<file path="src/sv/mawf_pkg.sv">
// Package: shared types, register indexes and CORDIC helpers for the angle window filter.
package mawf_pkg;

  typedef enum logic [2:0] {
    CFG_COS      = 3'd0,
    CFG_SIN      = 3'd1,
    CFG_THETA_WIN = 3'd2,
    CFG_PHI_WIN  = 3'd3,
    CFG_MODE     = 3'd4,
    CFG_COUNT    = 3'd5,
    CFG_CODES_LO = 3'd6,
    CFG_CODES_HI = 3'd7
  } cfg_idx_t;

  localparam logic signed [33:0] QUARTER_TURN = 34'sd1073741824;
  localparam logic signed [33:0] HALF_TURN    = 34'sd2147483648;

  typedef struct packed {
    logic               valid;
    logic               zm;
    logic               lok;
    logic [63:0]        rem;
    logic [63:0]        root;
    logic signed [30:0] zv;
    logic signed [30:0] px;
    logic [29:0]        py;
  } sq_t;

  typedef struct packed {
    logic signed [34:0] x;
    logic signed [34:0] y;
    logic signed [33:0] z;
    logic               nul;
  } vec_t;

  typedef struct packed {
    logic valid;
    logic zm;
    logic lok;
    vec_t th;
    vec_t ph;
  } cd_t;

  function automatic logic [29:0] atan_fine(input int i);
    logic [29:0] a;
    case (i)
      0:  a = 30'h20000000;
      1:  a = 30'h12E4051E;
      2:  a = 30'h09FB385B;
      3:  a = 30'h051111D4;
      4:  a = 30'h028B0D43;
      5:  a = 30'h0145D7E1;
      6:  a = 30'h00A2F61E;
      7:  a = 30'h00517C55;
      8:  a = 30'h0028BE53;
      9:  a = 30'h00145F2F;
      10: a = 30'h000A2F98;
      11: a = 30'h000517CC;
      12: a = 30'h00028BE6;
      13: a = 30'h000145F3;
      14: a = 30'h0000A2FA;
      15: a = 30'h0000517D;
      16: a = 30'h000028BE;
      17: a = 30'h0000145F;
      18: a = 30'h00000A30;
      19: a = 30'h00000518;
      20: a = 30'h0000028C;
      21: a = 30'h00000146;
      22: a = 30'h000000A3;
      23: a = 30'h00000051;
      default: a = 30'h0;
    endcase
    return a;
  endfunction

  function automatic logic [39:0] mag41(input logic signed [40:0] v);
    logic signed [40:0] n;
    n = -v;
    return v[40] ? n[39:0] : v[39:0];
  endfunction

  function automatic vec_t pre_rot(input logic signed [34:0] x, input logic signed [34:0] y);
    vec_t r;
    r.nul = (x == 35'sd0) && (y == 35'sd0);
    if (x < 0) begin
      r.x = y;
      r.y = -x;
      r.z = QUARTER_TURN;
    end else begin
      r.x = x;
      r.y = y;
      r.z = 34'sd0;
    end
    return r;
  endfunction

  function automatic vec_t cordic_step(input vec_t v, input int i);
    vec_t r;
    logic signed [34:0] xs;
    logic signed [34:0] ys;
    logic signed [33:0] a;
    xs = v.x >>> i;
    ys = v.y >>> i;
    a = $signed({4'd0, atan_fine(i)});
    r = v;
    if (!v.y[34]) begin
      r.x = v.x + ys;
      r.y = v.y - xs;
      r.z = v.z + a;
    end else begin
      r.x = v.x - ys;
      r.y = v.y + xs;
      r.z = v.z - a;
    end
    return r;
  endfunction

  function automatic logic [15:0] angle_out(input vec_t v);
    logic [31:0] zc;
    logic [32:0] s;
    if (v.z < 0) begin
      zc = 32'd0;
    end else if (v.z > HALF_TURN) begin
      zc = 32'h80000000;
    end else begin
      zc = v.z[31:0];
    end
    s = {1'b0, zc} + 33'd32768;
    return v.nul ? 16'd0 : s[31:16];
  endfunction

endpackage

</file>
<file path="src/sv/mawf_sqrt_cell.sv">
// One cell of the integer square root chain: settles one result bit per cell.
module mawf_sqrt_cell #(
  parameter int STEP = 0
) (
  input  logic          clk,
  input  logic          rst_n,
  input  logic          en,
  input  mawf_pkg::sq_t d,
  output mawf_pkg::sq_t q
);

  localparam logic [63:0] BIT = 64'd1 << (62 - 2 * STEP);

  mawf_pkg::sq_t q_r;
  mawf_pkg::sq_t q_nxt;
  logic [63:0]   trial;

  always_comb begin
    q_nxt = d;
    trial = d.root + BIT;
    if (d.rem >= trial) begin
      q_nxt.rem  = d.rem - trial;
      q_nxt.root = (d.root >> 1) + BIT;
    end else begin
      q_nxt.root = d.root >> 1;
    end
  end

  always_ff @(posedge clk) begin
    if (!rst_n) begin
      q_r.valid <= 1'b0;
    end else if (en) begin
      q_r <= q_nxt;
    end
  end

  assign q = q_r;

endmodule

</file>
<file path="config.mk">
export PLATFORM = sky130hd
export DESIGN_NAME = mawf_sqrt_cell
export DESIGN_NICKNAME = d
export VERILOG_FILES = /design/src/sv/mawf_pkg.sv /design/src/sv/mawf_sqrt_cell.sv
export SDC_FILE = /design/constraint.sdc
export NUM_CORES = 1
export LEC_CHECK = 0
export BUFFER_PORTS_ARGS = -buffer_cell sky130_fd_sc_hd__buf_4
export CAP_MARGIN = 10
export CORE_AREA = 2 2 175 177
export DETAILED_ROUTE_END_ITERATION = 16
export DIE_AREA = 0 0 177 179
export PLACE_DENSITY = 0.63
export SYNTH_ARGS = -nofsm -noshare
export SYNTH_HDL_FRONTEND = slang
export SYNTH_SLANG_ARGS = --single-unit
</file>
<file path="constraint.sdc">
create_clock -name clk -period 10.5 [get_ports clk]
set_input_delay 1.05 -clock clk [delete_from_list [all_inputs] [get_ports clk]]
set_output_delay 1.05 -clock clk [all_outputs]
set_load 0.02 [all_outputs]
</file>
==> reports/summary.md <==
### Outcome
- result of the run: completed

### Clock tree
- clock transition time at the flip-flop clock pins of the worst setup and hold paths: 0.06 ns
- Clk Tree Root Cell: sky130_fd_sc_hd__clkbuf_16
- cts bufs inserted: 26
- total of hold buffers inserted after clock tree synthesis: 0
- Post CTS Setup Buffer Count: 0
- H-Tree Depth: 1
- number of sinks on the clock net: 223
- Resized Gates After CTS: 0
- insertion delay to the later sink of the worst-skew pair: 0.54 ns
- clock tree from TritonCTS: yes
- maximum buffer depth of the clock tree: 3

### Die
- vertical die dimension: 179 um
- DIE AREA: 31,700 sq um
- total I/O pin count: 449
- Initial Utilization: 0.387
- count of standard-cell rows: 64
- standard cell core area: 30,000 sq um
- width of the chip: 177 um

### Logic synthesis
- synthesized area: 11,600 sq um
- FF+latch count, synth: 223
- number of different library cells in the post-synthesis netlist: 68
- Synth async-reset ratio: 0
- cell count after synthesis: 999
- Mapped Nets: 1,290
- synthesis warning total: 0
- Primary FF master, synth: sky130_fd_sc_hd__edfxtp_1
- post-synthesis sequential area ratio: 0.576
- post-synthesis average cell area: 11.6 sq um
- EDFF count, synth: 222

### STA
- number of setup violations in the final report: 0
- worst max-slew margin expressed relative to the limit: 0.321
- post-route clock period utilization: 0.383
- achievable frequency: 0.248 GHz
- final period demand of the worst path: 4.03 ns
- final-layout setup total negative slack: 0 ns
- final hold viol count: 0
- final clock skew: 0 ns
- unrepaired setup endpoints after global routing: no
- actual slew at the worst max-slew pin: 1.02 ns
- max-slew violation count: 0

### Min path
- Worst Hold Depth: 2
- path category of the worst min-delay check: flop to flop

### Global routing
- number of global-route vias before repair: 9,170
- total congestion overflow after global routing: 0
- total routing resource utilization after global routing: 0.214
- maximum number of pins on one net before global-route repair: 76
- wire length of the first global-routing pass: 52,200 um
- number of antenna violations at the first check in global routing: 1

### Pwr
- part of the power in registers: 0.417
- leakage power: 6.94 nW
- combinational cell fraction of total power: 0.243
- part of the total power dissipated in the clock network: 0.340
- worst voltage drop across the vdd grid: 0.0000990 V
- cell internal pwr: 0.00186 W
- total design power: 0.00261 W
- fraction of power spent switching nets: 0.285
- P_sw: 0.000744 W
- total power divided by cell area: 161 nW/um^2

### Finish
- max FFs per register: 223
- number of filler instances in the final layout: 2,687
- most used cells in the layout excluding fill and tap cells: sky130_fd_sc_hd__buf_4, sky130_fd_sc_hd__edfxtp_1, sky130_fd_sc_hd__a21oi_1, sky130_fd_sc_hd__nor2_1, sky130_fd_sc_hd__inv_1
- fraction of final layout cells with drive strength greater than 1: 0.348
- final net count: 1,737
- fraction of the core area covered by cells at the end of the flow: 0.540
- most common library cell in the layout ignoring fill and taps: sky130_fd_sc_hd__buf_4
- P&R area growth vs syn: 39.5%

### Critical path
- Reg2Reg Launch Point: q[222]
- category of the worst setup path capture point: flop
- Worst Path Class, Setup: input pin to flop
- Worst Path Arrival: 4.29 ns
- critical register-to-register path endpoint: q[222]
- Crit. Startpoint: d[92]
- required time at the worst-slack endpoint: 10.77 ns
- highest fanout seen on the critical path: 74
- r2r setup slk: 9.91 ns
- worst-case reg-to-reg path depth: 2
- type of element launching the critical path: input pin
- end of the critical path: q[217]

### Placement
- Port Buffer Count: 448
- global placer's final weighted congestion: 0.882
- HPWL after detailed placement: 28,300 um

### Routing
- # DRC: 0
- length of the first detailed-routing pass in iterations: 5
- Vias: 9,442
- Wirelength per Cell: 19.3 um
- starting DRC count in detailed routing: 578
- Routed WL: 35,900 um
- per-cell via count in the routed design: 5.08
- residual antenna-violating net count after detailed routing: 0

### Flow run
- max cap viols: 0

-- Yosys cell counts, drive strengths merged (8+ instances only) --
library cell / instances / area (sq um)
a211oi: 8 / 70.1
a21o: 32 / 240
a21oi: 114 / 578
a31oi: 8 / 56.3
buf: 21 / 104
clkbuf: 13 / 48.8
edfxtp: 222 / 6670
ha: 64 / 801
inv: 78 / 293
mux2: 13 / 146
nand2: 54 / 203
nand2b: 14 / 87.6
nand4: 25 / 163
nor2: 90 / 338
nor2b: 8 / 50.1
nor3: 13 / 65.1
o211ai: 8 / 65.1
o21a: 11 / 82.6
o21ai: 44 / 220
o21bai: 12 / 90.1
or3: 8 / 50.1
xnor2: 38 / 333
xor2: 21 / 184
-- logic make-up after synthesis --
kind of cell	Yosys count	share of synthesized area
buffers and inverters	112	0.0383
adders and majority gates	65	0.0707
DFF	223	0.576
and+or+nand+nor	251	0.107
AOI/OAI and AO/OA	272	0.148
muxes	17	0.0160
xor gates and xnor gates	59	0.0445
-- how the worst min path moves through the flow --
| stage | startpoint | end |
|---|---|---|
| floorplan | q[222] | q[222] |
| global placement | q[222] | q[222] |
| detailed placement | q[222] | q[222] |
| CTS | q[222] | q[222] |
| global route | q[222] | q[222] |
| finish | q[222] | q[222] |
-- layer usage --
layer  routed length [um]  up-vias  share of wire  global-route usage
met2                17900      355           0.50               0.378
met4                  835        0          0.023              0.0558
li1                     -     4594              -                   -
met3                 2760       44          0.077              0.0513
met5                    0        -              0                   0
met1                14300     4449           0.40               0.261
-- power groups by stage --
stage | combinational (W) | clock, W | sequential (W)
global placement | 0.000628 | 0 | 0.00111
detailed placement | 0.000632 | 0 | 0.00111
floorplan | 0.000283 | 0 | 0.00120
global route | 0.000689 | 0.000937 | 0.00110
finish | 0.000633 | 0.000886 | 0.00109
CTS | 0.000636 | 0.000913 | 0.00109
-- per-stage QoR --
| stage | cells | hold slack (ns) | setup WS [ns] | cell area, sq um |
|---|---|---|---|---|
| 2_1_floorplan | 999 | 0.589 | 3.81 | 11600 |
| 3_3_place_gp | 1814 | 0.509 | 6.04 | 15400 |
| 3_5_place_dp | 1814 | 0.521 | 5.97 | 15400 |
| 4_1_cts | 1859 | 0.532 | 6.55 | 16200 |
| 5_1_grt | 1859 | 0.563 | 6.28 | 16200 |
| 6_report | 1860 | 0.528 | 6.47 | 16200 |
-- layout make-up --
class | count | area, sq um | area share
well taps | 396 | 495 | 0.0306
clock inverters | 15 | 164 | 0.0101
flip-flops and latches | 223 | 6690 | 0.413
repair buffers | 453 | 3400 | 0.210
multi-input cells | 664 | 4500 | 0.278
inverters | 78 | 293 | 0.0181
clock buffers | 30 | 666 | 0.0411
diodes | 1 | 2.50 | 0.000154
-- worst max-delay path: stages --
cell                       delay [ns]
sky130_fd_sc_hd__buf_4           0.11
sky130_fd_sc_hd__ha_1            0.22
sky130_fd_sc_hd__fa_1            0.41
sky130_fd_sc_hd__nand2b_1        0.19
sky130_fd_sc_hd__a21oi_1         0.27
sky130_fd_sc_hd__o21ai_1         0.15
sky130_fd_sc_hd__a211oi_2        0.28
sky130_fd_sc_hd__nor4_4          0.09
sky130_fd_sc_hd__and3b_1         0.21
sky130_fd_sc_hd__o31ai_4         0.25
sky130_fd_sc_hd__buf_4           0.64
sky130_fd_sc_hd__nor4b_1         0.31
sky130_fd_sc_hd__a211oi_1        0.08
(Power assumes the default switching activity.)
