$ cat config.mk
export PLATFORM = sky130hd
export DESIGN_NAME = mawf_cordic_cell
export DESIGN_NICKNAME = d
export VERILOG_FILES = /design/src/sv/mawf_pkg.sv /design/src/sv/mawf_cordic_cell.sv
export SDC_FILE = /design/constraint.sdc
export NUM_CORES = 1
export LEC_CHECK = 0
export ABC_AREA = 1
export BUFFER_PORTS_ARGS = -buffer_cell sky130_fd_sc_hd__buf_2
export CAP_MARGIN = 20
export CORE_UTILIZATION = 25
export DETAILED_ROUTE_END_ITERATION = 7
export HOLD_SLACK_MARGIN = 0.02
export SYNTH_ARGS = -nofsm -noshare
export SYNTH_HDL_FRONTEND = slang
export SYNTH_SLANG_ARGS = --single-unit
$ cat constraint.sdc
create_clock -name clk -period 7.3 [get_ports clk]
set_input_delay 1.46 -clock clk [delete_from_list [all_inputs] [get_ports clk]]
set_output_delay 1.46 -clock clk [all_outputs]
set_load 0.02 [all_outputs]
$ cat src/sv/mawf_pkg.sv
// Package: shared types, register indexes and CORDIC helpers for the angle window filter.
package mawf_pkg;

  typedef enum logic [2:0] {
    CFG_COS      = 3'd0,
    CFG_SIN      = 3'd1,
    CFG_THETA_WIN = 3'd2,
    CFG_PHI_WIN  = 3'd3,
    CFG_MODE     = 3'd4,
    CFG_COUNT    = 3'd5,
    CFG_CODES_LO = 3'd6,
    CFG_CODES_HI = 3'd7
  } cfg_idx_t;

  localparam logic signed [33:0] QUARTER_TURN = 34'sd1073741824;
  localparam logic signed [33:0] HALF_TURN    = 34'sd2147483648;

  typedef struct packed {
    logic               valid;
    logic               zm;
    logic               lok;
    logic [63:0]        rem;
    logic [63:0]        root;
    logic signed [30:0] zv;
    logic signed [30:0] px;
    logic [29:0]        py;
  } sq_t;

  typedef struct packed {
    logic signed [34:0] x;
    logic signed [34:0] y;
    logic signed [33:0] z;
    logic               nul;
  } vec_t;

  typedef struct packed {
    logic valid;
    logic zm;
    logic lok;
    vec_t th;
    vec_t ph;
  } cd_t;

  function automatic logic [29:0] atan_fine(input int i);
    logic [29:0] a;
    case (i)
      0:  a = 30'h20000000;
      1:  a = 30'h12E4051E;
      2:  a = 30'h09FB385B;
      3:  a = 30'h051111D4;
      4:  a = 30'h028B0D43;
      5:  a = 30'h0145D7E1;
      6:  a = 30'h00A2F61E;
      7:  a = 30'h00517C55;
      8:  a = 30'h0028BE53;
      9:  a = 30'h00145F2F;
      10: a = 30'h000A2F98;
      11: a = 30'h000517CC;
      12: a = 30'h00028BE6;
      13: a = 30'h000145F3;
      14: a = 30'h0000A2FA;
      15: a = 30'h0000517D;
      16: a = 30'h000028BE;
      17: a = 30'h0000145F;
      18: a = 30'h00000A30;
      19: a = 30'h00000518;
      20: a = 30'h0000028C;
      21: a = 30'h00000146;
      22: a = 30'h000000A3;
      23: a = 30'h00000051;
      default: a = 30'h0;
    endcase
    return a;
  endfunction

  function automatic logic [39:0] mag41(input logic signed [40:0] v);
    logic signed [40:0] n;
    n = -v;
    return v[40] ? n[39:0] : v[39:0];
  endfunction

  function automatic vec_t pre_rot(input logic signed [34:0] x, input logic signed [34:0] y);
    vec_t r;
    r.nul = (x == 35'sd0) && (y == 35'sd0);
    if (x < 0) begin
      r.x = y;
      r.y = -x;
      r.z = QUARTER_TURN;
    end else begin
      r.x = x;
      r.y = y;
      r.z = 34'sd0;
    end
    return r;
  endfunction

  function automatic vec_t cordic_step(input vec_t v, input int i);
    vec_t r;
    logic signed [34:0] xs;
    logic signed [34:0] ys;
    logic signed [33:0] a;
    xs = v.x >>> i;
    ys = v.y >>> i;
    a = $signed({4'd0, atan_fine(i)});
    r = v;
    if (!v.y[34]) begin
      r.x = v.x + ys;
      r.y = v.y - xs;
      r.z = v.z + a;
    end else begin
      r.x = v.x - ys;
      r.y = v.y + xs;
      r.z = v.z - a;
    end
    return r;
  endfunction

  function automatic logic [15:0] angle_out(input vec_t v);
    logic [31:0] zc;
    logic [32:0] s;
    if (v.z < 0) begin
      zc = 32'd0;
    end else if (v.z > HALF_TURN) begin
      zc = 32'h80000000;
    end else begin
      zc = v.z[31:0];
    end
    s = {1'b0, zc} + 33'd32768;
    return v.nul ? 16'd0 : s[31:16];
  endfunction

endpackage

$ cat src/sv/mawf_cordic_cell.sv
// One CORDIC vectoring cell, turning both the theta and the phi vector.
module mawf_cordic_cell #(
  parameter int STAGE = 0
) (
  input  logic          clk,
  input  logic          rst_n,
  input  logic          en,
  input  mawf_pkg::cd_t d,
  output mawf_pkg::cd_t q
);

  mawf_pkg::cd_t q_r;
  mawf_pkg::cd_t q_nxt;

  always_comb begin
    q_nxt    = d;
    q_nxt.th = mawf_pkg::cordic_step(d.th, STAGE);
    q_nxt.ph = mawf_pkg::cordic_step(d.ph, STAGE);
  end

  always_ff @(posedge clk) begin
    if (!rst_n) begin
      q_r.valid <= 1'b0;
    end else if (en) begin
      q_r <= q_nxt;
    end
  end

  assign q = q_r;

endmodule

==> impl_metrics.tcl, run 1 <==
set metrics [dict create \
    min_path_type "flip-flop to flip-flop" \
    clk_pin_slew_worst_paths_ns 0.06 \
    synth-main-ff-cell "edfxtp_1" \
    worstSetupPathType "input pin to flip-flop" \
    grt_overflow_total 0 \
    cts-buffers-inserted 29 \
    syn_area_um2 21700 \
    viasPerCell 4.83 \
    finalClockSkew_ns 0 \
    die_area_um2 88200 \
    wl_per_cell_um 18.9 \
    drt_pre_antenna_iters 5 \
    final_nets 4032 \
    synth_area_leaders "edfxtp_1 29%, nand2_1 15%, ha_1 12%" \
    cts-root-buf "clkbuf_16" \
    track_usage 0.196 \
    relSlewSlack 0.293 \
    drive_gt1_frac 0.151 \
    placeableCoreArea_um2 85700 \
    cp_slowest_cell "o31ai_1" \
    syn_avg_cell_area_um2 6.75 \
    grt_max_degree 130 \
    post_cts_resized 0 \
    arrival_ns 3.88 \
    grt_first_pass_wirelength_um 133000 \
    antenna_found_initial 8 \
    cts_max_level 1 \
    final_max_slew_viol_count 0 \
    outcome "finished clean" \
    rrSetupSlack_ns 6.67 \
    first_iter_violations 1814 \
    worst_ep_required_time_ns 7.62 \
    rows 107 \
    gp_congestion 1.00 \
    synthDominantCellAreaShare 0.290 \
    critPathMaxFanout 4 \
    cts-hold-fix-buffers 0 \
    dp_hpwl_um 75100 \
    hold_violations 0 \
    synthArstFlopShare 0 \
    finalSetupViolCount 0 \
    yosysWarnings 0 \
    num_vias 23000 \
    start_util 0.254 \
    syn_inst 3221 \
    whs_path_depth 2 \
    rr_endpoint "q[212]$_SDFFE_PN0P_" \
    maxCapViolations 0 \
    synth_fp_nets 3659 \
    cpPeakStageDelay_ns 0.52 \
    critPathMostFrequentCell "nor2_1" \
    postRouteAntennaNets 0 \
    synth-edff-count 210 \
    area_growth_pct 19.0 \
    grt_pass1_vias 22400 \
    drc 0 \
    power_density_nw_per_um2 185 \
    worstMarginPinSlew_ns 1.06 \
    synth_common_cells "872 x nand2_1, 478 x inv_1, 316 x nand3_1" \
    port_buffers 428 \
    largest_reg_flops 211 \
    boundaryPins 429 \
    synth_most_common_cell "nand2_1" \
    ys_seq_elements 211 \
    ys_seq_area_frac 0.291 \
    setup_tns_ns 0 \
    vdd_drop_max_uv 135 \
    timing.fmax_mhz 280 \
    die_width_um 297 \
    fin_area_um2 25900 \
    die_h_um 297 \
    worstPathCellList "buf_2 > inv_1 > ha_1 > fa_1 > nor2_1 > nor2_2 > o21ai_1 > nand2_1 > nand3_1 > nor2_1 > o31ai_1" \
    start_kind "input pin" \
    min_from "q[212]$_SDFFE_PN0P_" \
    routed_wl_um 90100 \
    clk_path_buf_depth 3 \
    post_cts_buffers 0 \
    rsz0062_at_grt "no" \
    place_area_um2 24900 \
    cts_num_sinks 211 \
    cp-end-kind "flip-flop" \
    tritoncts "yes" \
    r2r-start "q[212]$_SDFFE_PN0P_" \
    power.leakage_nw 12.7 \
    reg2regPathDepth 2 \
    clk_latency_ns 0.61 \
    min_to "q[212]$_SDFFE_PN0P_" \
    finalCritPeriodShare 0.489 \
    min_period_ns 3.57 \
    ys_types 51 \
    yosysTopAreaCell "edfxtp_1" \
]
## per-stage QoR
stage          hold slack, ns  setup WS [ns]  std cells  utilization  power, mW
6_report                0.543           3.73       4762        0.302       4.79
2_1_floorplan           0.606           1.21       3221            -       2.66
5_1_grt                 0.615           3.64       4762        0.302       5.06
3_5_place_dp            0.531           3.16       4707        0.290       3.27
3_3_place_gp            0.522           3.13       4707        0.290       3.27
4_1_cts                 0.550           3.79       4761        0.302       4.83
## per-layer routing
metal  GRT usage  wire length (um)  vias to the layer above
met4      0.0747              3630                       14
met2       0.340             42600                      901
met5           0                85                        -
met3      0.0336              6210                      180
met1       0.241             37600                    10700
li1            -                 -                    11200
## report_power, final
part | total [mW] | leakage, nW | switching (mW) | internal, mW
clock network | 1.51 | 0.479 | 0.607 | 0.905
logic | 1.75 | 10.3 | 1.24 | 0.510
registers | 1.53 | 1.97 | 0.0408 | 1.49
## cell families after synthesis
group                      Yosys count  share of synthesized area
xor gates and xnor gates            53                     0.0213
buffers and inverters              581                      0.107
DFF                                211                      0.291
muxes                                2                   0.000921
AOI/OAI and AO/OA                  553                      0.138
and+or+nand+nor                   1599                      0.311
adders and majority gates          222                      0.130
## worst max-delay path by stage
stage                                   to    from
after floorplan             q[0]$_DFFE_PP_   rst_n
after global placement    q[205]$_DFFE_PP_  d[175]
after detailed placement  q[197]$_DFFE_PP_  d[175]
after CTS                 q[197]$_DFFE_PP_  d[175]
after global routing      q[103]$_DFFE_PP_   d[40]
final                     q[154]$_DFFE_PP_  d[140]
## cell type report
class	count	area, um2
antenna	1	2.50
clock buffer	35	748
clock inverter	19	236
fill	9564	59800
inverter	490	1850
multi-input combinational	2429	13100
sequential	211	6330
tap	1144	1430
timing repair buffer	433	2190
## worst max-delay path, delay by kind of cell
kind	cells	cell delay, ns
AO/OA/AOI/OAI	2	0.75
AND/OR/NAND/NOR	5	0.68
adder cells (fa/ha/maj)	2	0.85
buffers and inverters	2	0.14
## placed cells by master (no fill, tap or decap), types with 29 or more instances in the layout
master / instances
a21oi_1: 251
buf_2: 428
clkbuf_16: 29
edfxtp_1: 210
ha_1: 214
inv_1: 477
nand2_1: 872
nand3_1: 316
nor2_1: 284
o21ai_0: 177
o21bai_1: 31
xor2_1: 48
Note: power is estimated with default switching activity, not from simulation.
==> run 2: changes to the inputs <==
clock period = 3 ns   (was 7.3 ns; I/O delays follow)
==> run 2 against run 1 <==
Net effect:
- core utilization increased by 2.1 points
- register-to-register slack got worse by 4.3 ns
- non-clock buffer count increased by 234
- combinational power increased to 2.7 times the previous value
- via count increased by 2.4%
- flip-flop and latch count unchanged
- critical path depth increased by 4
- hold slack got worse by 0.36 ns
- critical path type unchanged
- critical endpoint is now q[104]$_DFFE_PP_
- largest cell class unchanged
- highest routed layer unchanged
==> impl_metrics.tcl, run 2 (synthesis results as in run 1) <==
set metrics [dict create \
    outcome "finished clean" \
    min_period_ns 2.47 \
    maxCapViolations 0 \
    dp.cells 4941 \
    clk_pin_slew_worst_paths_ns 0.06 \
    power.leakage_nw 13.8 \
    start_kind "input pin" \
    rsz0062_at_grt "no" \
    tritoncts "yes" \
    routed_wl_um 92300 \
    grt_max_degree 84 \
    die_h_um 297 \
    fin_cells 4994 \
    num_vias 23600 \
    worstPathCellList "buf_2 > inv_1 > ha_1 > buf_4 > nand2_1 > nor2_1 > nand2_1 > nor2_2 > nand3_1 > nand3_1 > nor2_1 > nand2_1 > nand2_1 > nand3_1 > nand2_1" \
    gp_congestion 0.972 \
    finalCritPeriodShare 0.825 \
    worstSetupPathType "input pin to flip-flop" \
    final_cell_mix "871 x nand2_1, 477 x inv_1, 428 x buf_2" \
    post_cts_buffers 0 \
    rows 107 \
    cts-hold-fix-buffers 0 \
    antenna_found_initial 13 \
    final_max_slew_viol_count 0 \
    cts-root-buf "clkbuf_16" \
    finalClockSkew_ns 0 \
    min_path_type "input pin to flip-flop" \
    clk_path_buf_depth 3 \
    postRouteAntennaNets 0 \
    cts-buffers-inserted 28 \
    cp_slowest_cell "ha_1" \
    wl_per_cell_um 18.5 \
    setup_tns_ns 0 \
    boundaryPins 429 \
    track_usage 0.202 \
    pwr-share-clk 0.296 \
    hold_violations 0 \
    worst_ep_required_time_ns 3.34 \
    relSlewSlack 0.487 \
    cpPeakStageDelay_ns 0.51 \
    area_growth_pct 27.4 \
    dp_hpwl_um 78200 \
    pwr-share-comb 0.393 \
    grt_first_pass_wirelength_um 137000 \
    start_util 0.254 \
    final_common_cell "nand2_1" \
    dp_slack_ns -0.0689 \
    clk_latency_ns 0.59 \
    critPathMaxFanout 5 \
    grt_pass1_vias 23100 \
    timing.fmax_mhz 404 \
    arrival_ns 2.81 \
    power.share.switching 0.389 \
    die_area_um2 88200 \
    p_seq_frac 0.311 \
    grt_overflow_total 0 \
    hold-worst-slack_ns 0.183 \
    die_width_um 297 \
    drt_pre_antenna_iters 6 \
    viasPerCell 4.72 \
    cts_max_level 1 \
    final.setup.worst_slack_ns 0.526 \
    worstMarginPinSlew_ns 0.766 \
    intPower_mw 7.33 \
    finalSetupViolCount 0 \
    critPathMostFrequentCell "nand2_1" \
    cts_num_sinks 211 \
    post_cts_resized 0 \
    largest_reg_flops 211 \
    cp-end-kind "flip-flop" \
    p_switching_mw 4.67 \
    vdd_drop_max_uv 422 \
    drive_gt1_frac 0.204 \
    power_density_nw_per_um2 433 \
    port_buffers 428 \
    first_iter_violations 1525 \
    final_nets 4265 \
    placeableCoreArea_um2 85700 \
    drc 0 \
]
[run 2: changes by cell type in the layout (fill, tap and decap cells not counted), moves of 2 or more]
| cell | before | now |
|---|---|---|
| clkbuf_1 | 6 | 3 |
| clkinv_1 | 4 | 2 |
| clkinvlp_4 | 1 | 6 |
| clkbuf_8 | 0 | 2 |
| buf_12 | 1 | 7 |
| inv_6 | 3 | 0 |
| buf_4 | 4 | 232 |
[run 2: final cells by class]
cell class / count / area (um2)
Antenna cell: 2 / 5.00
Sequential cell: 211 / 6330
Tap cell: 1144 / 1430
Clock buffer: 33 / 739
Timing Repair Buffer: 667 / 4020
Inverter: 490 / 1840
Fill cell: 9516 / 58000
Multi-Input combinational cell: 2429 / 13100
Clock inverter: 18 / 223
[run 2: layer usage]
layer | part of all wire | track usage
met2 | 0.46 | 0.347
met4 | 0.039 | 0.0740
met3 | 0.063 | 0.0268
met5 | 0.0011 | 0
met1 | 0.43 | 0.258
[run 2: critical path: cells and delay by family]
family / cells / cell delay [ns]
adders and majority gates: 1 / 0.51
and+or+nand+nor: 11 / 1.35
buffers and inverters: 3 / 0.35
[run 2: worst paths after layout]
| kind | slack, ns | cells after the start | end | start |
|---|---|---|---|---|
| setup / recovery | 0.53 | 15 | q[104]$_DFFE_PP_ | d[63] |
| hold reg to reg | 0.56 | 2 | q[212]$_SDFFE_PN0P_ | q[212]$_SDFFE_PN0P_ |
| hold / removal | 0.18 | 1 | q[116]$_DFFE_PP_ | d[116] |
| setup reg to reg | 2.36 | 2 | q[212]$_SDFFE_PN0P_ | q[212]$_SDFFE_PN0P_ |
[run 2: per-stage QoR]
step / instance area [um2] / util / total power, mW
3_3_place_gp: 26700 / 0.312 / 8.45
6_report: 27700 / 0.323 / 12.0
3_5_place_dp: 26700 / 0.312 / 8.45
4_1_cts: 27700 / 0.323 / 12.1
2_1_floorplan: 21800 / - / 6.47
5_1_grt: 27700 / 0.323 / 12.7
[run 2: power by group through the flow]
stage / clock [mW] / combinational, mW / sequential (mW)
floorplan: 0 / 2.38 / 4.10
global placement: 0 / 4.66 / 3.79
detailed placement: 0 / 4.66 / 3.79
CTS: 3.70 / 4.68 / 3.73
global route: 3.78 / 5.16 / 3.75
finish: 3.55 / 4.72 / 3.73
